### config.mk
export PLATFORM = sky130hd
export DESIGN_NAME = ttf_mac
export DESIGN_NICKNAME = d
export VERILOG_FILES = /design/src/hdl/ttf_pkg.sv /design/src/hdl/ttf_mac.sv
export SDC_FILE = /design/constraint.sdc
export NUM_CORES = 1
export LEC_CHECK = 0
export CELL_PAD_IN_SITES_DETAIL_PLACEMENT = 0
export CELL_PAD_IN_SITES_GLOBAL_PLACEMENT = 1
export CORE_MARGIN = 2
export CORE_UTILIZATION = 45
export DETAILED_ROUTE_END_ITERATION = 10
export DONT_BUFFER_PORTS = 1
export MAX_ROUTING_LAYER = met4
export PLACE_DENSITY = 0.79
export RECOVER_POWER = 50
export SETUP_SLACK_MARGIN = 0.4
export SYNTH_ARGS = -nofsm -noshare
export SYNTH_HDL_FRONTEND = slang
export SYNTH_SLANG_ARGS = --single-unit
### constraint.sdc
create_clock -name clk -period 16.2 [get_ports clk]
set_input_delay 3.24 -clock clk [delete_from_list [all_inputs] [get_ports clk]]
set_output_delay 3.24 -clock clk [all_outputs]
set_load 0.005 [all_outputs]
### src/hdl/ttf_pkg.sv
// Shared constants, types and state encoding for the triangle tangent frame core.
// Used by the serial arithmetic units and by the top level sequencer.
// No dependencies.
package ttf_pkg;

  localparam int IN_FRAC_BITS  = 16;
  localparam int OUT_FRAC_BITS = 14;

  localparam int POS_W   = 32;
  localparam int TRI_W   = 20;
  localparam int DELTA_W = POS_W + 1;
  localparam int MAG_W   = 30;
  localparam int ACC_W   = 2 * MAG_W + 3;
  localparam int VMAG_W  = 2 * MAG_W + 1;
  localparam int SUM_W   = 2 * MAG_W + 2;
  localparam int LEN_W   = MAG_W + 1;
  localparam int REM_W   = LEN_W + 2;
  localparam int QUO_W   = OUT_FRAC_BITS + 2;
  localparam int NUM_W   = MAG_W + OUT_FRAC_BITS + 1;
  localparam int DSH_W   = LEN_W + QUO_W - 1;
  localparam int OUT_W   = 16;
  localparam int N_PASS  = 7;

  localparam int IN_FIELDS_W  = 5 * POS_W + TRI_W;
  localparam int IN_TDATA_W   = ((IN_FIELDS_W + 7) / 8) * 8;
  localparam int OUT_FIELDS_W = 6 * OUT_W + TRI_W;
  localparam int OUT_TDATA_W  = ((OUT_FIELDS_W + 7) / 8) * 8;

  localparam logic signed [DELTA_W-1:0] ONE_IN  = DELTA_W'(1) << IN_FRAC_BITS;
  localparam logic [QUO_W-1:0]          ONE_OUT = QUO_W'(1) << OUT_FRAC_BITS;

  typedef struct packed {
    logic [MAG_W-1:0] a;
    logic [MAG_W-1:0] b;
    logic             neg_ab;
    logic [MAG_W-1:0] c;
    logic [MAG_W-1:0] e;
    logic             neg_ce;
  } mac_op_t;

  typedef enum logic [3:0] {
    S_IDLE, S_SHIFT, S_MAC, S_MACW, S_LOAD, S_NORM, S_SQ, S_SQW,
    S_SQRT, S_SQRTW, S_DIV, S_DIVW, S_OUT
  } state_t;

endpackage

### src/hdl/ttf_mac.sv
// Bit-serial multiply-accumulate unit: result = (+/-)a*b + (+/-)c*e.
// Multiplier bits are shifted out most significant first, one per cycle.
// Depends on ttf_pkg.
module ttf_mac (
  input  logic                               clk,
  input  logic                               rst_n,
  input  logic                               start,
  input  ttf_pkg::mac_op_t                   op,
  output logic                               done,
  output logic signed [ttf_pkg::ACC_W-1:0]   result
);
  import ttf_pkg::*;

  localparam int CNT_W = $clog2(MAG_W);

  logic                    run_r, run_nxt, done_r, done_nxt;
  logic [CNT_W-1:0]        cnt_r, cnt_nxt;
  logic [MAG_W-1:0]        b_r, b_nxt, e_r, e_nxt;
  logic signed [ACC_W-1:0] sa_r, sa_nxt, sc_r, sc_nxt, sac_r, sac_nxt;
  logic signed [ACC_W-1:0] acc_r, acc_nxt, sel;
  logic signed [ACC_W-1:0] ea, ec;

  always_comb begin
    ea = $signed(ACC_W'(op.a));
    ec = $signed(ACC_W'(op.c));
    case ({b_r[MAG_W-1], e_r[MAG_W-1]})
      2'b10:   sel = sa_r;
      2'b01:   sel = sc_r;
      2'b11:   sel = sac_r;
      default: sel = '0;
    endcase
    run_nxt  = run_r;
    done_nxt = 1'b0;
    cnt_nxt  = cnt_r;
    b_nxt    = b_r;
    e_nxt    = e_r;
    sa_nxt   = sa_r;
    sc_nxt   = sc_r;
    sac_nxt  = sac_r;
    acc_nxt  = acc_r;
    if (start) begin
      run_nxt = 1'b1;
      cnt_nxt = CNT_W'(MAG_W - 1);
      b_nxt   = op.b;
      e_nxt   = op.e;
      sa_nxt  = op.neg_ab ? -ea : ea;
      sc_nxt  = op.neg_ce ? -ec : ec;
      sac_nxt = (op.neg_ab ? -ea : ea) + (op.neg_ce ? -ec : ec);
      acc_nxt = '0;
    end else if (run_r) begin
      acc_nxt = (acc_r <<< 1) + sel;
      b_nxt   = b_r << 1;
      e_nxt   = e_r << 1;
      if (cnt_r == '0) begin
        run_nxt  = 1'b0;
        done_nxt = 1'b1;
      end else begin
        cnt_nxt = cnt_r - 1'b1;
      end
    end
  end

  always_ff @(posedge clk) begin
    if (!rst_n) begin
      run_r  <= 1'b0;
      done_r <= 1'b0;
    end else begin
      run_r  <= run_nxt;
      done_r <= done_nxt;
    end
    cnt_r <= cnt_nxt;
    b_r   <= b_nxt;
    e_r   <= e_nxt;
    sa_r  <= sa_nxt;
    sc_r  <= sc_nxt;
    sac_r <= sac_nxt;
    acc_r <= acc_nxt;
  end

  assign done   = done_r;
  assign result = acc_r;

endmodule

==> out/metrics.csv <==
stage;metric;value;unit
die;core footprint;44300;um2
finish;Area growth, synth to finish;8.04;%
place;gpl congestion;0.926;
place;I/O Buffers;0;
setup_path;WP buf/inv;1;
status;status;complete, but fails checks;
clocking;H-tree levels;2;
clocking;Hold Buf Count CTS;0;
power_and_ir_drop;VDD IR max;0.000101;V
routing;Residual DRC;0;
die;Die Area;46700;um2
grt;largest net degree at the start of global routing;293;
routing;DR vias;15200;
routing;post-DR vias/cell;6.06;
synth;Cell variety after synth;76;
synth;Seq/Total Area, Yosys;0.427;
timing;Least-Margin Pin Slew;2.96;ns
grt;global-route wire length before repair;85.7;mm
synth;Yosys top cell by area;edfxtp_1;
run;Max-Cap Viols;1;
power_and_ir_drop;Internal Power;1.77;mW
routing;DRT Pass-1 Iters;5;
setup_path;critical path type;reg2reg;
routing;Iteration-0 DRC Markers;1183;
clocking;CTS max path bufs;3;
setup_path;CP peak stage delay;2.16;ns
power_and_ir_drop;Net Switching;0.795;mW
timing;Hold Fails Final Rpt;0;
synth;Mean Syn Cell Area;10.4;um2
finish;area taken by multi-input logic gates;11000;um2
routing;drt wl/cell;22.3;um
power_and_ir_drop;Clock power frac;0.315;
finish;Layout fillers;3984;
setup_path;slowest CP cell;clkbuf_1;
finish;most common cell after layout, fill and taps aside;edfxtp_1;
timing;setup clock skew after layout;0.0193;ns
timing;fmax;0.116;GHz
status;failing checks;capacitance limit, slew limit;
timing;RSZ-0062 raised after global routing;no;
finish;commonest non-fill, non-tap cells in the layout;edfxtp_1 (241), nor2_1 (149), a21oi_1 (140);
grt;number of global-route vias before repair;14800;
power_and_ir_drop;pwr dens;118;nW/um2
timing;Hold WS;0.512;ns
die;Initial Utilization;0.456;
clocking;clk sink count;311;
clocking;Root Buffer;clkbuf_16;
routing;Final ANT Viol Nets;0;
clocking;CTS tree;built;
grt;total gr overflow;0;
place;HPWL Detailed;40.9;mm
synth;Yosys reg bits;311;
setup_path;CP startpoint kind;register;
synth;synth top area cells;edfxtp_1 (36%), ha_1 (7.5%), dfxtp_1 (6.9%);
finish;FF+latch area;8640;um2
synth;post-synth net total;2189;
finish;Antenna Cells;0;
setup_path;delay-heaviest family, CP;compound AO/OA/AOI/OAI gates;
worst_hold_path;hold crit path type;reg2reg;
finish;Layout Nets;2140;
finish;share of layout cells above drive strength 1;0.109;
timing;endpoints failing setup;0;
setup_path;Worst EP required;16.62;ns
power_and_ir_drop;Reg power frac;0.409;
timing;Final Cycle Share;0.530;
setup_path;arrival time worst endpoint;9.01;ns
setup_path;critical path cell sequence;nor2b_1 -> clkbuf_1 -> a22o_1 -> ha_1 -> fa_1 -> a21o_1 -> a21oi_1 -> o21bai_1 -> a211oi_1 -> o21ai_0 -> nand3_1 -> a2111oi_0 -> o21ai_0 -> nor4_1 -> a211oi_1 -> xnor2_1 -> a22o_1;
clocking;Clk pin slew, worst setup/hold paths;0.06;ns
synth;synth warn;0;
synth;EDFF count, synth;241;
clocking;Clk Latency, worst-skew pair;0.55;ns
power_and_ir_drop;leak pwr;8.60;nW
grt;gr usage total;0.241;
synth;Post-Syn Area;20200;um2
die;die height;216;um
power_and_ir_drop;switching part of the total;0.309;
synth;Async S/R FF share, synth;0;
clocking;Post-CTS Setup Bufs;0;
routing;Routed WL;55.8;mm
synth;Cells after Synth;1940;
power_and_ir_drop;proportion of power drawn by combinational gates;0.276;
clocking;CTS Buf Count;36;
die;Std-Cell Rows;77;
die;die width;216;um
timing;Sum Neg Setup Slack;0;ns
timing;final max-slew violation count;53;
setup_path;CP Max Fanout;52;
setup_path;CP endpoint kind;register;
timing;Worst slew margin;-0.975;
grt;initial antenna violation count;0;
synth;Synth Flop Type;edfxtp_1;
die;IO Pins;189;
clocking;post-CTS sizing;0;
timing;Period minus WS final;8.59;ns
synth;post-synth top area share;0.358;
[final cells by class]
class,count,share of cell area
Sequential cell,311,0.395
Clock buffer,41,0.0435
Timing Repair Buffer,13,0.00412
Clock inverter,20,0.00910
Multi-Input combinational cell,1474,0.505
Inverter,55,0.00945
Tap cell,592,0.0339
[logic make-up after synthesis]
family / synth area share
compound gates: 0.186
xor+xnor: 0.0817
fa+ha+maj: 0.0789
buf+inv: 0.0290
flops: 0.427
mux: 0.0844
simple gates: 0.113
[flip-flops by register name (all words and copies together), names as in the netlist]
signal  flops
result     63
sac_r      63
sa_r       59
sc_r       59
b_r        30
e_r        30
cnt_r       5
done        1
run_r       1
[final timing paths]
path              startpoint          to  cells after the start  slack (ns)
setup / recovery     e_r[29]  result[43]                     17        7.61
hold / removal      cnt_r[4]    cnt_r[4]                      1        0.51
setup reg to reg     e_r[29]  result[43]                     17        7.61
hold reg to reg     cnt_r[4]    cnt_r[4]                      1        0.51
[synthesized netlist by cell type (19+ instances only)]
library cell	n
o21ai_0	89
or4_1	20
o21bai_1	21
inv_1	55
xnor2_1	119
nand2b_1	27
xor2_1	65
nand4_1	25
nor2_1	150
a22o_1	78
clkbuf_1	94
a21o_1	72
mux2_2	117
mux2i_1	39
nor2b_1	19
o31ai_1	19
a21oi_1	140
dfxtp_1	70
edfxtp_1	241
ha_1	122
nand3_1	32
nand2_1	86
[metrics by stage]
| step | utilization | worst slack (ns) | cell area (um2) | cells | power, mW |
|---|---|---|---|---|---|
| 2_1_floorplan | - | 7.79 | 20200 | 1940 | 1.59 |
| 3_3_place_gp | 0.467 | 7.67 | 20700 | 2445 | 1.75 |
| 3_5_place_dp | 0.467 | 7.58 | 20700 | 2445 | 1.77 |
| 4_1_cts | 0.493 | 8.15 | 21900 | 2506 | 2.58 |
| 5_1_grt | 0.493 | 6.96 | 21900 | 2506 | 2.70 |
| 6_report | 0.493 | 7.61 | 21900 | 2506 | 2.57 |
[per-layer routing]
| metal | GRT usage | part of all wire |
|---|---|---|
| met1 | 0.319 | 0.45 |
| met2 | 0.375 | 0.46 |
| met3 | 0.0479 | 0.067 |
| met4 | 0.0705 | 0.027 |
| met5 | - | 0 |
[power by group through the flow]
stage               clock network [mW]  logic [mW]  registers [mW]
global route                     0.856       0.782            1.06
finish                           0.810       0.709            1.05
detailed placement                   0       0.700            1.07
CTS                              0.826       0.705            1.05
floorplan                            0       0.553            1.04
global placement                     0       0.690            1.06
Power figures use the tool's default switching activity.
