File: src/hdl/ttf_pkg.sv
// Shared constants, types and state encoding for the triangle tangent frame core.
// Used by the serial arithmetic units and by the top level sequencer.
// No dependencies.
package ttf_pkg;

  localparam int IN_FRAC_BITS  = 16;
  localparam int OUT_FRAC_BITS = 14;

  localparam int POS_W   = 32;
  localparam int TRI_W   = 20;
  localparam int DELTA_W = POS_W + 1;
  localparam int MAG_W   = 30;
  localparam int ACC_W   = 2 * MAG_W + 3;
  localparam int VMAG_W  = 2 * MAG_W + 1;
  localparam int SUM_W   = 2 * MAG_W + 2;
  localparam int LEN_W   = MAG_W + 1;
  localparam int REM_W   = LEN_W + 2;
  localparam int QUO_W   = OUT_FRAC_BITS + 2;
  localparam int NUM_W   = MAG_W + OUT_FRAC_BITS + 1;
  localparam int DSH_W   = LEN_W + QUO_W - 1;
  localparam int OUT_W   = 16;
  localparam int N_PASS  = 7;

  localparam int IN_FIELDS_W  = 5 * POS_W + TRI_W;
  localparam int IN_TDATA_W   = ((IN_FIELDS_W + 7) / 8) * 8;
  localparam int OUT_FIELDS_W = 6 * OUT_W + TRI_W;
  localparam int OUT_TDATA_W  = ((OUT_FIELDS_W + 7) / 8) * 8;

  localparam logic signed [DELTA_W-1:0] ONE_IN  = DELTA_W'(1) << IN_FRAC_BITS;
  localparam logic [QUO_W-1:0]          ONE_OUT = QUO_W'(1) << OUT_FRAC_BITS;

  typedef struct packed {
    logic [MAG_W-1:0] a;
    logic [MAG_W-1:0] b;
    logic             neg_ab;
    logic [MAG_W-1:0] c;
    logic [MAG_W-1:0] e;
    logic             neg_ce;
  } mac_op_t;

  typedef enum logic [3:0] {
    S_IDLE, S_SHIFT, S_MAC, S_MACW, S_LOAD, S_NORM, S_SQ, S_SQW,
    S_SQRT, S_SQRTW, S_DIV, S_DIVW, S_OUT
  } state_t;

endpackage

File: src/hdl/ttf_div.sv
// Restoring divider producing one quotient bit per cycle.
// Scales a normalised component by the reciprocal of the vector length.
// Depends on ttf_pkg.
module ttf_div (
  input  logic                          clk,
  input  logic                          rst_n,
  input  logic                          start,
  input  logic [ttf_pkg::NUM_W-1:0]     num,
  input  logic [ttf_pkg::LEN_W-1:0]     den,
  output logic                          done,
  output logic [ttf_pkg::QUO_W-1:0]     quo
);
  import ttf_pkg::*;

  localparam int CNT_W = $clog2(QUO_W);

  logic              run_r, run_nxt, done_r, done_nxt;
  logic [CNT_W-1:0]  cnt_r, cnt_nxt;
  logic [NUM_W-1:0]  rem_r, rem_nxt;
  logic [DSH_W-1:0]  dsh_r, dsh_nxt;
  logic [QUO_W-1:0]  q_r, q_nxt;
  logic              ge;

  always_comb begin
    ge       = DSH_W'(rem_r) >= dsh_r;
    run_nxt  = run_r;
    done_nxt = 1'b0;
    cnt_nxt  = cnt_r;
    rem_nxt  = rem_r;
    dsh_nxt  = dsh_r;
    q_nxt    = q_r;
    if (start) begin
      run_nxt = 1'b1;
      cnt_nxt = CNT_W'(QUO_W - 1);
      rem_nxt = num;
      dsh_nxt = {den, (QUO_W - 1)'(0)};
      q_nxt   = '0;
    end else if (run_r) begin
      if (ge) begin
        rem_nxt = rem_r - dsh_r[NUM_W-1:0];
      end
      q_nxt   = {q_r[QUO_W-2:0], ge};
      dsh_nxt = dsh_r >> 1;
      if (cnt_r == '0) begin
        run_nxt  = 1'b0;
        done_nxt = 1'b1;
      end else begin
        cnt_nxt = cnt_r - 1'b1;
      end
    end
  end

  always_ff @(posedge clk) begin
    if (!rst_n) begin
      run_r  <= 1'b0;
      done_r <= 1'b0;
    end else begin
      run_r  <= run_nxt;
      done_r <= done_nxt;
    end
    cnt_r <= cnt_nxt;
    rem_r <= rem_nxt;
    dsh_r <= dsh_nxt;
    q_r   <= q_nxt;
  end

  assign done = done_r;
  assign quo  = q_r;

endmodule

File: config.mk
export PLATFORM = sky130hd
export DESIGN_NAME = ttf_div
export DESIGN_NICKNAME = d
export VERILOG_FILES = /design/src/hdl/ttf_pkg.sv /design/src/hdl/ttf_div.sv
export SDC_FILE = /design/constraint.sdc
export NUM_CORES = 1
export LEC_CHECK = 0
export CAP_MARGIN = 10
export CORE_MARGIN = 4
export CORE_UTILIZATION = 50
export DETAILED_ROUTE_END_ITERATION = 12
export DONT_BUFFER_PORTS = 1
export PLACE_DENSITY = 0.62
export SYNTH_ARGS = -nofsm -noshare
export SYNTH_HDL_FRONTEND = slang
export SYNTH_SLANG_ARGS = --single-unit
File: constraint.sdc
create_clock -name clk -period 9.5 [get_ports clk]
set_clock_uncertainty 0.15 [all_clocks]
set_input_delay 1.9 -clock clk [delete_from_list [all_inputs] [get_ports clk]]
set_output_delay 1.9 -clock clk [all_outputs]
set_load 0.05 [all_outputs]
==> qor.yml <==
status:
  outcome: "finished, final reports clean"
power:
  share_clk_of_total_power_pct: 31.6
  power.leakage_nw: 3.20
  cellPowerDensity_nw_per_um2: 250
  switching_power_uw: 719
  ir_drop_uv: 157
  portion_of_total_power_attributed_to_sequential_cells_pct: 31.8
  power_switching_share_pct: 35.5
  internal_power_mw: 1.30
  share_comb_of_total_power_pct: 36.6
setup_path:
  critical_path.max_stage_delay_ps: 510
  timing.critical_path.slowest_stage_cell: "sky130_fd_sc_hd__buf_4"
  critical-path-top-cell-by-count: "sky130_fd_sc_hd__a21oi_1"
  worstRegToRegCells: 11
  timing.critical_path.max_delay_family: "compound AO/OA/AOI/OAI gates"
  timing.critical_path.buf_inv: 2
  path_length_in_cells_of_the_critical_path: 11
  reg2reg_setup_slack_ps: 5530
  path_cells: "inv_1 > ha_1 > nand4_1 > or3_1 > a31o_2 > a21oi_1 > o211ai_1 > o41ai_2 > a21oi_1 > o21ai_4 > buf_4"
  start_kind: "flip-flop"
  cp_data_required_time_ps: 9410
  worst-endpoint-arrival_ps: 3880
  cp-end-kind: "flip-flop"
  crit-reg2reg-capture: "rem_r[21]"
  crit_fanout: 32
  setup.worst_path.class: "reg -> reg"
  timing.rr.start: "dsh_r[6]"
die:
  floorplan.rows: 44
  die_width_um: 130
  die_h_um: 130
  core-area_um2: 14500
  start_util_pct: 51.1
  die_area_um2: 16900
  ioPinCount: 96
place:
  place.port_buffers: 0
  gp_congestion: 0.869
  total_instance_count_after_detailed_placement: 991
  dp_hpwl_um: 12800
  dpl_worst_slack_ps: 5520
clock_network:
  cts.reportedPaths.clkPinSlew_ps: 60
  numCtsBuffers: 17
  cts-root-to-sink-buffers: 2
  cts.htree.levels: 4
  cts_tree: "yes"
  cts_sinks: 113
  cts_root_buffer: "sky130_fd_sc_hd__clkbuf_16"
  clock_latency_ps: 420
  cts.hold.buffers_added: 0
  post_cts_sizing_count: 0
  post_cts.repair.setup_buffers: 0
layout:
  antenna-diode-count: 0
  final_layout_size_suffix_gt1_share_pct: 6.20
  fillers: 1353
  final_core_utilization_pct: 55.8
  layout.nets: 952
  fin_cells: 1023
  area_growth_pct: 9.20
route:
  drt_drc_violations_left: 0
  totalWireLength_um: 17700
  drt_first_iter_violations: 423
  routed_wl_per_cell_um: 17.3
  pre_repair_dr_iteration_count: 4
  post_drt_antenna_nets: 0
  detailroute.via_count: 5850
  routed_via_density: 5.72
sta:
  max-slew-margin-rel_pct: 32.7
  timing.setup.tns_ps: 0
  final_max_slew_viol_count: 0
  max_freq_mhz: 252
  grt_setup_unrepaired: "no"
  final_critical_path_time_including_i_o_delays_and_setup_ps: 3970
  setup_viol_count_final: 0
  timing_hold_violations_final: 0
  fin_ws_ps: 5530
  worst_slew_pin_slew_ps: 1010
  period_share_pct: 41.8
global_routing:
  grt_antenna_before_repair: 0
  grt.total_usage_pct: 21.5
  grt_first_pass_wirelength_um: 28700
  grt_pass1_vias: 5794
  maximum_number_of_pins_on_one_net_before_global_route_repair: 176
  grt_overflow_total: 0
synthesis:
  synth_most_common_cell: "sky130_fd_sc_hd__nand2_1"
  synth_edf_count: 76
  yosysTopAreaCellShare_pct: 30.7
  synth_fp_nets: 970
  async_reset_ff_share_pct: 0
  yosysSeqAreaShare_pct: 40.7
  post_synthesis_cell_area_um2: 7420
  syn-instance-count: 844
  yosys-top-cells-count: "124 x sky130_fd_sc_hd__nand2_1, 76 x sky130_fd_sc_hd__edfxtp_1, 75 x sky130_fd_sc_hd__nor2_1"
  count_of_warnings_emitted_by_yosys: 0
  synth_largest_area_cell: "sky130_fd_sc_hd__edfxtp_1"
  synth_flop_cell: "sky130_fd_sc_hd__edfxtp_1"
  distinct_cell_type_count_of_the_synthesized_netlist: 66
  synth_top_cells_by_area: "sky130_fd_sc_hd__edfxtp_1 31%, sky130_fd_sc_hd__dfxtp_1 10%, sky130_fd_sc_hd__ha_1 7.8%, sky130_fd_sc_hd__nand2_1 6.3%, sky130_fd_sc_hd__o21ai_0 4.5%"
  synth_seq_cells: 113
  syn-mean-instance-area_um2: 8.80
hold_path:
  hold_end: "cnt_r[1]"
  worst_hold_path_startpoint: "cnt_r[1]"
  hp-class: "reg -> reg"
  timing.hold.worst_path_depth: 2
flow_run:
  maxCapViolations: 0
==> cell type report <==
cell class / instances / area, um^2 / share of cell area (%)
Sequential cell: 113 / 3020 / 37.3
Timing Repair Buffer: 3 / 22.5 / 0.278
Tap cell: 184 / 230 / 2.84
Clock inverter: 10 / 82.6 / 1.02
Clock buffer: 22 / 528 / 6.51
Multi-Input combinational cell: 630 / 3990 / 49.2
Inverter: 61 / 229 / 2.82
==> cells in the final DEF, fill, tap and decap left out, types with 5 or more instances in the layout <==
cell type	synthesis	final
sky130_fd_sc_hd__o21a_1	12	12
sky130_fd_sc_hd__nor2_1	75	75
sky130_fd_sc_hd__inv_1	61	61
sky130_fd_sc_hd__nand2_1	124	124
sky130_fd_sc_hd__nor3_1	15	15
sky130_fd_sc_hd__a21oi_1	60	60
sky130_fd_sc_hd__xnor2_1	21	21
sky130_fd_sc_hd__o21bai_1	8	8
sky130_fd_sc_hd__edfxtp_1	76	76
sky130_fd_sc_hd__nor2b_1	5	5
sky130_fd_sc_hd__o31ai_1	32	32
sky130_fd_sc_hd__o21ai_0	67	66
sky130_fd_sc_hd__nand3_1	10	10
sky130_fd_sc_hd__clkinv_4	0	5
sky130_fd_sc_hd__dfxtp_1	37	36
sky130_fd_sc_hd__clkbuf_16	0	20
sky130_fd_sc_hd__a21o_1	14	14
sky130_fd_sc_hd__mux2i_1	32	32
sky130_fd_sc_hd__o211ai_1	6	6
sky130_fd_sc_hd__xor2_1	14	14
sky130_fd_sc_hd__nand2b_1	8	8
sky130_fd_sc_hd__nand4_1	15	15
sky130_fd_sc_hd__ha_1	46	46
==> logic make-up after synthesis <==
kind of cell,synth area share (%)
compound gates,19.5
xor+xnor,4.13
fa+ha+maj,8.02
simple gates,17.1
flops,40.7
mux,4.92
buf+inv,5.68
==> routing by layer <==
| layer | global-route usage [%] | up-vias | routed length, um |
|---|---|---|---|
| met1 | 28.9 | 2699 | 8370 |
| met2 | 33.9 | 144 | 8040 |
| met3 | 5.40 | 18 | 1010 |
| met5 | 0 | - | 0 |
| met4 | 7.27 | 0 | 281 |
| li1 | - | 2989 | - |
==> worst reg2reg max path: stages (launching register included) <==
cell and delay (ps):
sky130_fd_sc_hd__dfxtp_1 340, sky130_fd_sc_hd__inv_1 60, sky130_fd_sc_hd__ha_1 400, sky130_fd_sc_hd__nand4_1 150, sky130_fd_sc_hd__or3_1 320, sky130_fd_sc_hd__a31o_2 240, sky130_fd_sc_hd__a21oi_1 170, sky130_fd_sc_hd__o211ai_1 220
sky130_fd_sc_hd__o41ai_2 380, sky130_fd_sc_hd__a21oi_1 210, sky130_fd_sc_hd__o21ai_4 450, sky130_fd_sc_hd__buf_4 510
==> how the worst max path moves through the flow <==
stage / start / end / slack [ps]
after floorplan: rem_r[0] / rem_r[0] / 3520
after global placement: rem_r[0] / rem_r[19] / 5660
after detailed placement: rem_r[0] / rem_r[18] / 5520
after CTS: rem_r[0] / rem_r[21] / 5510
after global routing: dsh_r[8] / rem_r[21] / 5200
final: dsh_r[6] / rem_r[21] / 5530
==> power by group through the flow <==
stage / clock network [mW] / registers [mW] / logic, mW
2_1_floorplan: 0 / 0.644 / 0.596
6_report: 0.640 / 0.644 / 0.740
5_1_grt: 0.679 / 0.649 / 0.829
3_3_place_gp: 0 / 0.650 / 0.720
3_5_place_dp: 0 / 0.653 / 0.727
4_1_cts: 0.652 / 0.644 / 0.734
==> through the flow <==
stage          power (mW)  instance area (um^2)  hold WS (ps)
6_report             2.02                  8110           352
2_1_floorplan        1.24                  7420           315
3_3_place_gp         1.37                  7500           333
5_1_grt              2.16                  8110           385
3_5_place_dp         1.38                  7500           347
4_1_cts              2.03                  8110           355
==> sequential cells by signal, summed over array words and instances (netlist names) <==
register / cells
rem_r: 45
done: 1
cnt_r: 4
run_r: 1
dsh_r: 46
quo: 16
Note: power is estimated with default switching activity, not from simulation.
