## src/hdl/ttf_pkg.sv

```systemverilog
// Shared constants, types and state encoding for the triangle tangent frame core.
// Used by the serial arithmetic units and by the top level sequencer.
// No dependencies.
package ttf_pkg;

  localparam int IN_FRAC_BITS  = 16;
  localparam int OUT_FRAC_BITS = 14;

  localparam int POS_W   = 32;
  localparam int TRI_W   = 20;
  localparam int DELTA_W = POS_W + 1;
  localparam int MAG_W   = 30;
  localparam int ACC_W   = 2 * MAG_W + 3;
  localparam int VMAG_W  = 2 * MAG_W + 1;
  localparam int SUM_W   = 2 * MAG_W + 2;
  localparam int LEN_W   = MAG_W + 1;
  localparam int REM_W   = LEN_W + 2;
  localparam int QUO_W   = OUT_FRAC_BITS + 2;
  localparam int NUM_W   = MAG_W + OUT_FRAC_BITS + 1;
  localparam int DSH_W   = LEN_W + QUO_W - 1;
  localparam int OUT_W   = 16;
  localparam int N_PASS  = 7;

  localparam int IN_FIELDS_W  = 5 * POS_W + TRI_W;
  localparam int IN_TDATA_W   = ((IN_FIELDS_W + 7) / 8) * 8;
  localparam int OUT_FIELDS_W = 6 * OUT_W + TRI_W;
  localparam int OUT_TDATA_W  = ((OUT_FIELDS_W + 7) / 8) * 8;

  localparam logic signed [DELTA_W-1:0] ONE_IN  = DELTA_W'(1) << IN_FRAC_BITS;
  localparam logic [QUO_W-1:0]          ONE_OUT = QUO_W'(1) << OUT_FRAC_BITS;

  typedef struct packed {
    logic [MAG_W-1:0] a;
    logic [MAG_W-1:0] b;
    logic             neg_ab;
    logic [MAG_W-1:0] c;
    logic [MAG_W-1:0] e;
    logic             neg_ce;
  } mac_op_t;

  typedef enum logic [3:0] {
    S_IDLE, S_SHIFT, S_MAC, S_MACW, S_LOAD, S_NORM, S_SQ, S_SQW,
    S_SQRT, S_SQRTW, S_DIV, S_DIVW, S_OUT
  } state_t;

endpackage

```

## src/hdl/ttf_sqrt.sv

```systemverilog
// Digit-serial floor square root, two radicand bits per cycle.
// Takes the sum of squares and returns the vector length.
// Depends on ttf_pkg.
module ttf_sqrt (
  input  logic                          clk,
  input  logic                          rst_n,
  input  logic                          start,
  input  logic [ttf_pkg::SUM_W-1:0]     x,
  output logic                          done,
  output logic [ttf_pkg::LEN_W-1:0]     root
);
  import ttf_pkg::*;

  localparam int ITER  = SUM_W / 2;
  localparam int CNT_W = $clog2(ITER);
  localparam int TW    = REM_W + 2;

  logic                run_r, run_nxt, done_r, done_nxt;
  logic [CNT_W-1:0]    cnt_r, cnt_nxt;
  logic [SUM_W-1:0]    x_r, x_nxt;
  logic [REM_W-1:0]    rem_r, rem_nxt;
  logic [LEN_W-1:0]    root_r, root_nxt;
  logic [TW-1:0]       rem_t, trial, diff;
  logic                ge;

  always_comb begin
    rem_t    = {rem_r, x_r[SUM_W-1 -: 2]};
    trial    = {2'b00, root_r, 2'b01};
    ge       = rem_t >= trial;
    diff     = rem_t - trial;
    run_nxt  = run_r;
    done_nxt = 1'b0;
    cnt_nxt  = cnt_r;
    x_nxt    = x_r;
    rem_nxt  = rem_r;
    root_nxt = root_r;
    if (start) begin
      run_nxt  = 1'b1;
      cnt_nxt  = CNT_W'(ITER - 1);
      x_nxt    = x;
      rem_nxt  = '0;
      root_nxt = '0;
    end else if (run_r) begin
      x_nxt    = x_r << 2;
      rem_nxt  = ge ? diff[REM_W-1:0] : rem_t[REM_W-1:0];
      root_nxt = {root_r[LEN_W-2:0], ge};
      if (cnt_r == '0) begin
        run_nxt  = 1'b0;
        done_nxt = 1'b1;
      end else begin
        cnt_nxt = cnt_r - 1'b1;
      end
    end
  end

  always_ff @(posedge clk) begin
    if (!rst_n) begin
      run_r  <= 1'b0;
      done_r <= 1'b0;
    end else begin
      run_r  <= run_nxt;
      done_r <= done_nxt;
    end
    cnt_r  <= cnt_nxt;
    x_r    <= x_nxt;
    rem_r  <= rem_nxt;
    root_r <= root_nxt;
  end

  assign done = done_r;
  assign root = root_r;

endmodule

```

## config.mk

```make
export PLATFORM = sky130hd
export DESIGN_NAME = ttf_sqrt
export DESIGN_NICKNAME = d
export VERILOG_FILES = /design/src/hdl/ttf_pkg.sv /design/src/hdl/ttf_sqrt.sv
export SDC_FILE = /design/constraint.sdc
export NUM_CORES = 1
export LEC_CHECK = 0
export BUFFER_PORTS_ARGS = -buffer_cell sky130_fd_sc_hd__buf_4
export CORE_ASPECT_RATIO = 0.7
export CORE_MARGIN = 3
export CORE_UTILIZATION = 35
export DETAILED_ROUTE_END_ITERATION = 8
export GPL_ROUTABILITY_DRIVEN = 0
export PLACE_DENSITY = 0.56
export SYNTH_ARGS = -nofsm -noshare
export SYNTH_HDL_FRONTEND = slang
export SYNTH_SLANG_ARGS = --single-unit
```

## constraint.sdc

```tcl
create_clock -name clk -period 6.6 [get_ports clk]
set_input_delay 0 -clock clk [delete_from_list [all_inputs] [get_ports clk]]
set_output_delay 0 -clock clk [all_outputs]
set_load 0.005 [all_outputs]
```

==> summary.txt, run 1 <==
Met3 WL post-DR - 858 µm
CTS root buf - clkbuf_16
Clock transition at path regs - 0.06 ns
Skew-Pair Late Insertion Delay - 0.42 ns
Synth Register Bits - 133
RSZ-0062 raised after global routing - no
Die footprint - 22800 µm²
Most instantiated cells after synthesis - dfxtp_1 (71), nor2_1 (70), edfxtp_1 (62), nand2_1 (61), mux2_2 (60)
Critical path class - reg2reg
Compound-Gate Fraction of Synth Area - 0.152
Starting DRT DRC Count - 367
Main synth FF type - dfxtp_1
Crit-path cells - inv_1 -> ha_1 -> and4_1 -> and3_1 -> nand3_1 -> o311ai_4 -> a31oi_1 -> nor2_4 -> nand2_1 -> o21ai_0
Top cell type by total area after synthesis - edfxtp_1
Post-route cell area - 9470 µm²
Die Span Y - 127 µm
Met1 WL - 9600 µm
First-pass GRT wire length - 29000 µm
Wire length per cell - 15.6 µm
Fin. Hold Viols - 0
Layout Skew - 0.0149 ns
Fill count - 1953
Critical path's slowest cell - nor2_4
Crit-path max cell delay - 0.63 ns
R2R Path End - rem_r[22]$_SDFFE_PP0P_
Fin nets - 958
Slew @ Worst Pin - 1.06 ns
Max layer used - met4
Fin crit share - 0.488
Fmax - 0.310 GHz
Final wirelength - 17800 µm
Largest family of logic cells by synthesized area - compound AO/OA/AOI/OAI gates
Cell Pwr Density - 443 nW/µm²
Largest delay share family, worst path - simple AND/OR/NAND/NOR gates
Htree depth - 4
Vias in the first global route - 5517
Synth async-reset ratio - 0
Reg2Reg Depth - 10
Syn avg cell area - 10.3 µm²
Reg2Reg Setup Slack - 3.38 ns
Total grt overflow - 0
Drt pass-1 iters - 6
Dpl cells - 1047
Sequential area share after synthesis - 0.447
Starting Density - 0.363
Max_cap viols - 0
Hold Startpoint - start
Die Width - 179 µm
DR vias - 5747
Layout cells sized above 1 - 0.245
Routed wl met2 - 7160 µm
Gr usage total - 0.160
Synth Net Count - 813
CTS tree - built
Crit. End Element - flip-flop
Port Buffers - 96
Initial antenna violation count - 0
Crit-path max FO - 27
Worst R2R Start - root[26]$_SDFFE_PP0P_
Top cells by area, synth - edfxtp_1 (25%), dfxtp_1 (19%), mux2_2 (9.2%)
Area share of the largest cell type after synthesis - 0.253
Post-synth EDFFs - 62
Clock Tree Buf Depth - 2
Placed Area - 8250 µm²
DRC viols - 0
Simple-gate share of the synthesized area - 0.118
Antenna-violating nets left - 0
Area of the core - 20200 µm²
Worst vdd ir - 0.312 mV
HP Class - in2reg
CTS buffer count - 17
Most frequent cell after synthesis - dfxtp_1
CP Launch Type - flip-flop
# setup viols final - 0
Tmin final - 3.22 ns
Hold Path Stages - 2
TNS Setup - 0 ns
Pleak - 3.81 nW
Vias per cell - 5.03
Xor/xnor share of the synthesized area - 0.0381
Post-Syn Area - 7350 µm²
Diodes inserted - 0
Max Slew Vio Count - 0
Post-CTS setup buffers - 0
CP Buf/Inv Count - 1
Row count - 43
Yosys Warn Count - 0
Final HPWL DP - 11600 µm
Netlist cell types - 66
I/O pin total - 97
WP data required - 6.94 ns
Area Overhead vs Synth - 28.9%
Slew margin rel. - 0.290
Hold Path End - root[28]$_SDFFE_PP0P_
Worst path arrival time - 3.56 ns
CTS sink count - 133
Adder-cell share of the synthesized area - 0.0579
Largest net degree at the start of global routing - 78
Syn Inst Count - 714
Multiplexer area fraction after synthesis - 0.140
Cell Count, Final, Fillers Out - 1142
Status - completed
-- logic make-up (layout without fill, tap and decap cells) --
logic type | Yosys count | count (layout)
adders and majority gates | 34 | 34
xor gates and xnor gates | 32 | 32
muxes | 95 | 95
AOI/OAI and AO/OA | 152 | 152
and+or+nand+nor | 188 | 188
DFF | 133 | 133
buffers and inverters | 80 | 238
-- timing repair --
| action | in CTS | in global routing |
|---|---|---|
| gates resized for setup | 0 | 0 |
| hold endpoints to repair | 64 | 0 |
| hold buffers | 63 | 0 |
-- flip-flops by register name, summed over array words and instances, names as in the netlist --
signal and cells:
cnt_r 5, x_r 62, run_r 1, root 31
rem_r 33, done 1
-- final cells by class --
type / instances / area [µm²] / share of cell area
Inverter: 44 / 165 / 0.0174
Multi-Input combinational cell: 501 / 3720 / 0.392
Clock inverter: 15 / 168 / 0.0177
Timing Repair Buffer: 162 / 1370 / 0.145
Sequential cell: 133 / 3290 / 0.347
Clock buffer: 17 / 425 / 0.0449
Tap cell: 270 / 338 / 0.0357
-- report_power, final --
part           internal (mW)  switching, mW
registers              0.986         0.0921
clock network          0.566          0.401
logic                  0.880           1.28
-- worst max path at each step --
stage,start,endpoint,slack [ns],depth (start not counted)
after CTS,root[26]$_SDFFE_PP0P_,rem_r[22]$_SDFFE_PP0P_,3.39,10
after floorplan,root[13]$_SDFFE_PP0P_,rem_r[26]$_SDFFE_PP0P_,4.07,12
after global placement,root[25]$_SDFFE_PP0P_,rem_r[22]$_SDFFE_PP0P_,3.43,10
after detailed placement,root[26]$_SDFFE_PP0P_,rem_r[22]$_SDFFE_PP0P_,3.41,10
final,root[26]$_SDFFE_PP0P_,rem_r[22]$_SDFFE_PP0P_,3.38,10
after global routing,root[26]$_SDFFE_PP0P_,rem_r[22]$_SDFFE_PP0P_,3.08,10
-- layout by cell type (no fill, tap or decap), types with 3 or more instances in the layout --
master	n
mux2i_1	35
nand4_1	4
xnor2_1	19
o211ai_1	3
nand3_1	10
nor2b_1	10
dlygate4sd3_1	63
a311oi_1	13
a21o_1	18
xor2_1	13
nand2b_1	6
a31oi_1	8
inv_6	6
a311oi_2	6
clkbuf_16	17
o21ai_0	23
nor3_1	7
ha_1	34
and3_1	3
edfxtp_1	62
dfxtp_1	70
a221oi_1	3
clkinvlp_4	3
inv_1	43
a211o_1	3
nor4_1	3
o31ai_1	3
o21a_1	6
a21oi_1	28
mux2_2	60
o21ai_1	6
buf_4	99
nand2_1	61
nor2_1	70
o22ai_1	3
a32oi_1	4
o21bai_1	6
-- routing by layer --
| layer | GRT usage | vias up |
|---|---|---|
| met4 | 0.0382 | 0 |
| met1 | 0.247 | 2705 |
| met5 | 0 | - |
| li1 | - | 2879 |
| met3 | 0.0383 | 16 |
| met2 | 0.223 | 147 |
-- stage by stage --
| stage | hold WS, ns | utilization | total power, mW | setup slack [ns] |
|---|---|---|---|---|
| after floorplan | 0.118 | - | 2.80 | 4.07 |
| after global placement | 0.220 | 0.408 | 3.18 | 3.43 |
| after detailed placement | 0.216 | 0.408 | 3.17 | 3.41 |
| after CTS | 0.0512 | 0.468 | 4.20 | 3.39 |
| after global routing | 0.0555 | 0.468 | 4.49 | 3.08 |
| final | 0.0429 | 0.468 | 4.20 | 3.38 |
Note: power is estimated with default switching activity, not from simulation.
==> inputs of run 2 (changes only) <==
Clock period 6.6 ns to 3.4 ns, I/O delays scaled along.
==> summary.txt, run 2 (synthesis gave the netlist of run 1 again) <==
Status - completed
Starting Density - 0.363 (unchanged)
Worst Setup SP - root[22]$_SDFFE_PP0P_
Initial antenna violation count - 0 (unchanged)
Fin. Hold Viols - 0 (unchanged)
Crit-path max cell delay - 0.46 ns (-0.17 ns)
CP Buf/Inv Count - 1 (unchanged)
Largest delay share family, worst path - compound AO/OA/AOI/OAI gates
Most frequent cells in the layout - buf_4 (101), nor2_1 (70), dfxtp_1 (70)
Tmin final - 3.04 ns (-0.185 ns)
Critical path's slowest cell - or2_4
First-pass GRT wire length - 29100 µm (+0.45%)
CTS root buf - clkbuf_16
Crit. End Element - flip-flop
Crit-path max FO - 30 (+11%)
Final wirelength - 17800 µm (about the same)
CP Launch Type - flip-flop
Biggest register - x_r
Die Span Y - 127 µm (unchanged)
Largest register FFs - 62 (unchanged)
Clock Tree Buf Depth - 2 (unchanged)
Die footprint - 22800 µm² (unchanged)
Layout Skew - 0.00830 ns (-0.00661 ns)
I/O pin total - 97 (unchanged)
Fmax - 0.329 GHz (+6.1%)
Post-route cell area - 9530 µm² (+0.59%)
Hold Startpoint - rst_n
Slew @ Worst Pin - 0.955 ns (-0.109 ns)
DR vias - 5743 (-0.070%)
Starting DRT DRC Count - 365 (-0.54%)
RSZ-0062 raised after global routing - no
Slew margin rel. - 0.362 (+0.0715)
Placed Area - 8300 µm² (+0.67%)
Vias per cell - 5.01 (-0.51%)
Worst path arrival time - 3.38 ns (-0.18 ns)
Wire length per cell - 15.5 µm (-0.50%)
Skew-Pair Late Insertion Delay - 0.43 ns (about the same)
Total grt overflow - 0 (unchanged)
Pleak - 3.85 nW (+0.82%)
# setup viols final - 0 (unchanged)
Critical path class - reg2reg
CTS tree - built
Max_cap viols - 0 (unchanged)
Antenna-violating nets left - 0 (unchanged)
HP Class - in2reg
WP data required - 3.74 ns (-3.20 ns)
Commonest non-fill, non-tap cell in the layout - buf_4
Post-CTS setup buffers - 0 (unchanged)
Layout cells sized above 1 - 0.250 (+0.00430)
Worst R2R Start - root[22]$_SDFFE_PP0P_
CTS sink count - 133 (unchanged)
Largest net degree at the start of global routing - 100 (+28%)
Diodes inserted - 0 (unchanged)
CTS buffer count - 17 (unchanged)
Fill count - 1959 (+0.31%)
Area of the core - 20200 µm² (unchanged)
TNS Setup - 0 ns (unchanged)
Fin nets - 963 (+0.52%)
Power, Total - 8.22 mW (+96%)
Vias in the first global route - 5562 (+0.82%)
Final HPWL DP - 11500 µm (-0.63%)
Crit-path cells - inv_1 -> ha_1 -> a21o_1 -> a21o_1 -> a21oi_2 -> o2111ai_1 -> a311oi_2 -> or2_4 -> nand2_1 -> a311oi_2
Max Slew Vio Count - 0 (unchanged)
Cell Pwr Density - 863 nW/µm² (+95%)
Area Overhead vs Synth - 29.6%
Fin crit share - 0.894 (+0.405)
Htree depth - 4 (unchanged)
Port Buffers - 96 (unchanged)
Die Width - 179 µm (unchanged)
Gr usage total - 0.160 (-0.000320)
Drt pass-1 iters - 5 (-1)
Row count - 43 (unchanged)
Clock transition at path regs - 0.07 ns (about the same)
DRC viols - 0 (unchanged)
Worst vdd ir - 0.531 mV (+70%)
-- run 2: what timing repair did --
action | in CTS | in global routing
endpoints found under the hold margin | 75 | 0
hold buffers | 64 | 0
resized for setup | 0 | 0
endpoints found under the setup margin | 0 | 0
-- run 2: per-layer routing --
metal / global-route usage / routed length [µm]
met5: 0 / 0
met4: 0.0418 / 161
met3: 0.0380 / 791
met2: 0.224 / 7250
met1: 0.244 / 9560
-- run 2: power by group --
part | leakage, nW | switching, mW | internal, mW
sequential | 1.20 | 0.159 | 1.91
combinational | 2.36 | 2.48 | 1.83
clock | 0.279 | 0.806 | 1.04
total | 3.85 | 3.44 | 4.78
-- run 2: cell type report --
type | instances | area (µm²) | area share
multi-input combinational | 501 | 3720 | 0.390
sequential | 133 | 3290 | 0.345
timing repair buffer | 167 | 1440 | 0.151
clock buffer | 17 | 425 | 0.0446
tap | 270 | 338 | 0.0355
inverter | 44 | 165 | 0.0173
clock inverter | 15 | 159 | 0.0167
-- run 2: worst register-to-register path, stage by stage, from the launching register on --
cell	delay, ns
dfxtp_1	0.37
inv_1	0.06
ha_1	0.39
a21o_1	0.23
a21o_1	0.18
a21oi_2	0.26
o2111ai_1	0.20
a311oi_2	0.39
or2_4	0.46
nand2_1	0.14
a311oi_2	0.27
-- run 2: path summary, 6_finish.rpt --
check | end | slack (ns) | cells after the start
setup / recovery | rem_r[18]$_SDFFE_PP0P_ | 0.36 | 10
hold / removal | run_r$_SDFF_PN0_ | 0.33 | 3
setup reg to reg | rem_r[18]$_SDFFE_PP0P_ | 0.36 | 10
hold reg to reg | rem_r[0]$_SDFFE_PP0P_ | 0.48 | 2
-- run 2: metrics by stage --
| stage | std cells | hold WS, ns | utilization | setup WS (ns) |
|---|---|---|---|---|
| 2_1_floorplan | 714 | 0.118 | - | 0.870 |
| 3_3_place_gp | 1051 | 0.228 | 0.411 | 0.500 |
| 3_5_place_dp | 1051 | 0.213 | 0.411 | 0.431 |
| 4_1_cts | 1147 | 0.347 | 0.471 | 0.383 |
| 5_1_grt | 1147 | 0.362 | 0.471 | 0.0961 |
| 6_report | 1147 | 0.334 | 0.471 | 0.362 |
==> inputs of run 3 (changes only) <==
Settings changed: BUFFER_PORTS_ARGS -buffer_cell sky130_fd_sc_hd__buf_4 to default, DONT_BUFFER_PORTS from default to 1, PLACE_DENSITY 0.56 to 0.52.
==> summary.txt, run 3 (synthesis gave the netlist of run 1 again) <==
Status - finished with violations
Failing checks - hold timing
Placed Area - 7590 µm² (-8.6%)
Crit-path max cell delay - 0.47 ns (about the same)
Dpl cells - 958 (-8.8%)
DR vias - 5475 (-4.7%)
R2R Path End - rem_r[15]$_SDFFE_PP0P_
Fin util - 0.439 (-0.0320)
Crit. End Element - flip-flop
Final wirelength - 17900 µm (+0.67%)
Slew margin rel. - 0.481 (+0.120)
Critical path depth - 10 (unchanged)
CTS tree - built
Hold Path Stages - 2 (-1)
Gr usage total - 0.163 (+0.00356)
Vias in the first global route - 5613 (+0.92%)
Initial antenna violation count - 0 (unchanged)
Clock Tree Buf Depth - 2 (unchanged)
Hold_ws - -0.0194 ns (-0.354 ns)
Setup WS post-layout - 0.353 ns (-0.00893 ns)
DRC viols - 0 (unchanged)
Sequential share of power - 0.248 (-0.004)
Slew @ Worst Pin - 0.778 ns (-0.178 ns)
Starting DRT DRC Count - 470 (+29%)
Max_cap viols - 0 (unchanged)
Pleak - 3.40 nW (-12%)
Post-route cell area - 8880 µm² (-6.8%)
I/O pin total - 97 (unchanged)
Skew-Pair Late Insertion Delay - 0.42 ns (about the same)
Reg2Reg Depth - 10 (unchanged)
Worst slack at placement - 0.327 ns (-0.104 ns)
Die Width - 179 µm (unchanged)
GRT busiest layer - met2
Cts repair resizes - 0 (unchanged)
CTS root buf - clkbuf_16
First-pass GRT wire length - 29400 µm (+1.2%)
TNS Setup - 0 ns (unchanged)
Multi-input gate area - 3720 µm² (unchanged)
Layout Skew - 0.00916 ns (+0.000860 ns)
Routing usage on met2 - 0.241 (+0.0172)
Area of the core - 20200 µm² (unchanged)
Met3 usage - 0.0425 (+0.00446)
Worst vdd ir - 0.573 mV (+7.9%)
Clock power share - 0.238 (+0.014)
Fill count - 1930 (-1.5%)
Clock transition at path regs - 0.06 ns (about the same)
Worst R2R Start - root[10]$_SDFFE_PP0P_
Cell Pwr Density - 944 nW/µm² (+9.4%)
Logic pwr share - 0.515 (-0.009)
Antenna-violating nets left - 0 (unchanged)
Largest delay share family, worst path - compound AO/OA/AOI/OAI gates
Fin nets - 870 (-9.7%)
Worst path arrival time - 3.37 ns (about the same)
Reg2Reg Setup Slack - 0.35 ns (about the same)
Fmax - 0.328 GHz (-0.29%)
Largest register FFs - 62 (unchanged)
Starting Density - 0.363 (unchanged)
Die footprint - 22800 µm² (unchanged)
Final HPWL DP - 11900 µm (+3.6%)
Vias per cell - 5.19 (+3.7%)
RSZ-0062 raised after global routing - no
P_int - 4.94 mW (+3.4%)
Area Overhead vs Synth - 20.8%
P_sw - 3.44 mW (about the same)
CTS sink count - 133 (unchanged)
Total grt overflow - 0 (unchanged)
Critical path's slowest cell - or2_4
WP data required - 3.72 ns (-0.02 ns)
CP Buf/Inv Count - 1 (unchanged)
Register area - 3290 µm² (unchanged)
Row count - 43 (unchanged)
Htree depth - 4 (unchanged)
CTS buffer count - 17 (unchanged)
Switch share - 0.411 (-0.00828)
Biggest register - x_r
Die Span Y - 127 µm (unchanged)
# setup viols final - 0 (unchanged)
HP Class - in2reg
Tmin final - 3.05 ns (+0.00893 ns)
Wire length per cell - 17.0 µm (+9.6%)
Critical path class - reg2reg
Layout cells sized above 1 - 0.161 (-0.0890)
Most common cell on crit path - nand2_1
Power, Total - 8.38 mW (+1.9%)
Largest net degree at the start of global routing - 122 (+22%)
Most frequent cells in the layout - nor2_1 (70), dfxtp_1 (70), dlygate4sd3_1 (63)
CP Launch Type - flip-flop
Crit-path cells - inv_1 -> ha_1 -> a21o_1 -> a31o_1 -> a21oi_2 -> nand2_1 -> a311oi_2 -> or2_4 -> nand2_1 -> a311oi_1
Diodes inserted - 0 (unchanged)
Hold Path End - root[30]$_SDFFE_PP0P_
Max Slew Vio Count - 0 (unchanged)
Drt pass-1 iters - 5 (unchanged)
Port Buffers - 0 (-100%)
Fin crit share - 0.896 (+0.00263)
Crit-path max FO - 30 (unchanged)
Fin. Hold Viols - 2 (+2)
Cell Count, Final, Fillers Out - 1054 (-8.1%)
Met1 usage - 0.234 (-0.00947)
Hold Startpoint - start
[run 3: cell types whose count changed in the layout (fill, tap and decap cells not counted), sizes merged]
cell / before / now
buf: 103 / 11
inv: 53 / 46
clkbuf: 17 / 18
bufinv: 1 / 4
dlygate4sd3: 64 / 63
clkinv: 2 / 5
[run 3: how the worst max path moves through the flow]
| stage | startpoint | endpoint |
|---|---|---|
| floorplan | root[13]$_SDFFE_PP0P_ | rem_r[26]$_SDFFE_PP0P_ |
| global placement | root[26]$_SDFFE_PP0P_ | rem_r[23]$_SDFFE_PP0P_ |
| detailed placement | root[10]$_SDFFE_PP0P_ | rem_r[15]$_SDFFE_PP0P_ |
| CTS | root[22]$_SDFFE_PP0P_ | rem_r[15]$_SDFFE_PP0P_ |
| global route | root[22]$_SDFFE_PP0P_ | rem_r[13]$_SDFFE_PP0P_ |
| finish | root[10]$_SDFFE_PP0P_ | rem_r[15]$_SDFFE_PP0P_ |
[run 3: power by group through the flow]
stage          sequential, mW  combinational, mW  clock, mW
2_1_floorplan            2.04               3.39          0
3_3_place_gp             2.10               4.11          0
3_5_place_dp             2.11               4.16          0
4_1_cts                  2.07               4.29       2.03
5_1_grt                  2.10               4.80       2.10
6_report                 2.08               4.31       1.99
[run 3: cell type report]
type                       count  share of cell area
clock inverter                14              0.0225
sequential                   133               0.370
clock buffer                  18              0.0483
timing repair buffer          74              0.0840
multi-input combinational    501               0.418
inverter                      44              0.0186
tap                          270              0.0380
[run 3: what timing repair did]
item / 4_1_cts / 5_1_grt
hold endpoints to repair: 122 / 0
hold buffers: 64 / 0
buffers inserted: 0 / 0
[run 3: layer usage]
metal  vias up  routed length (µm)
li1       2698                   -
met1      2656                9090
met2       107                7730
met3        14                 833
met4         0                 217
met5         -                   0
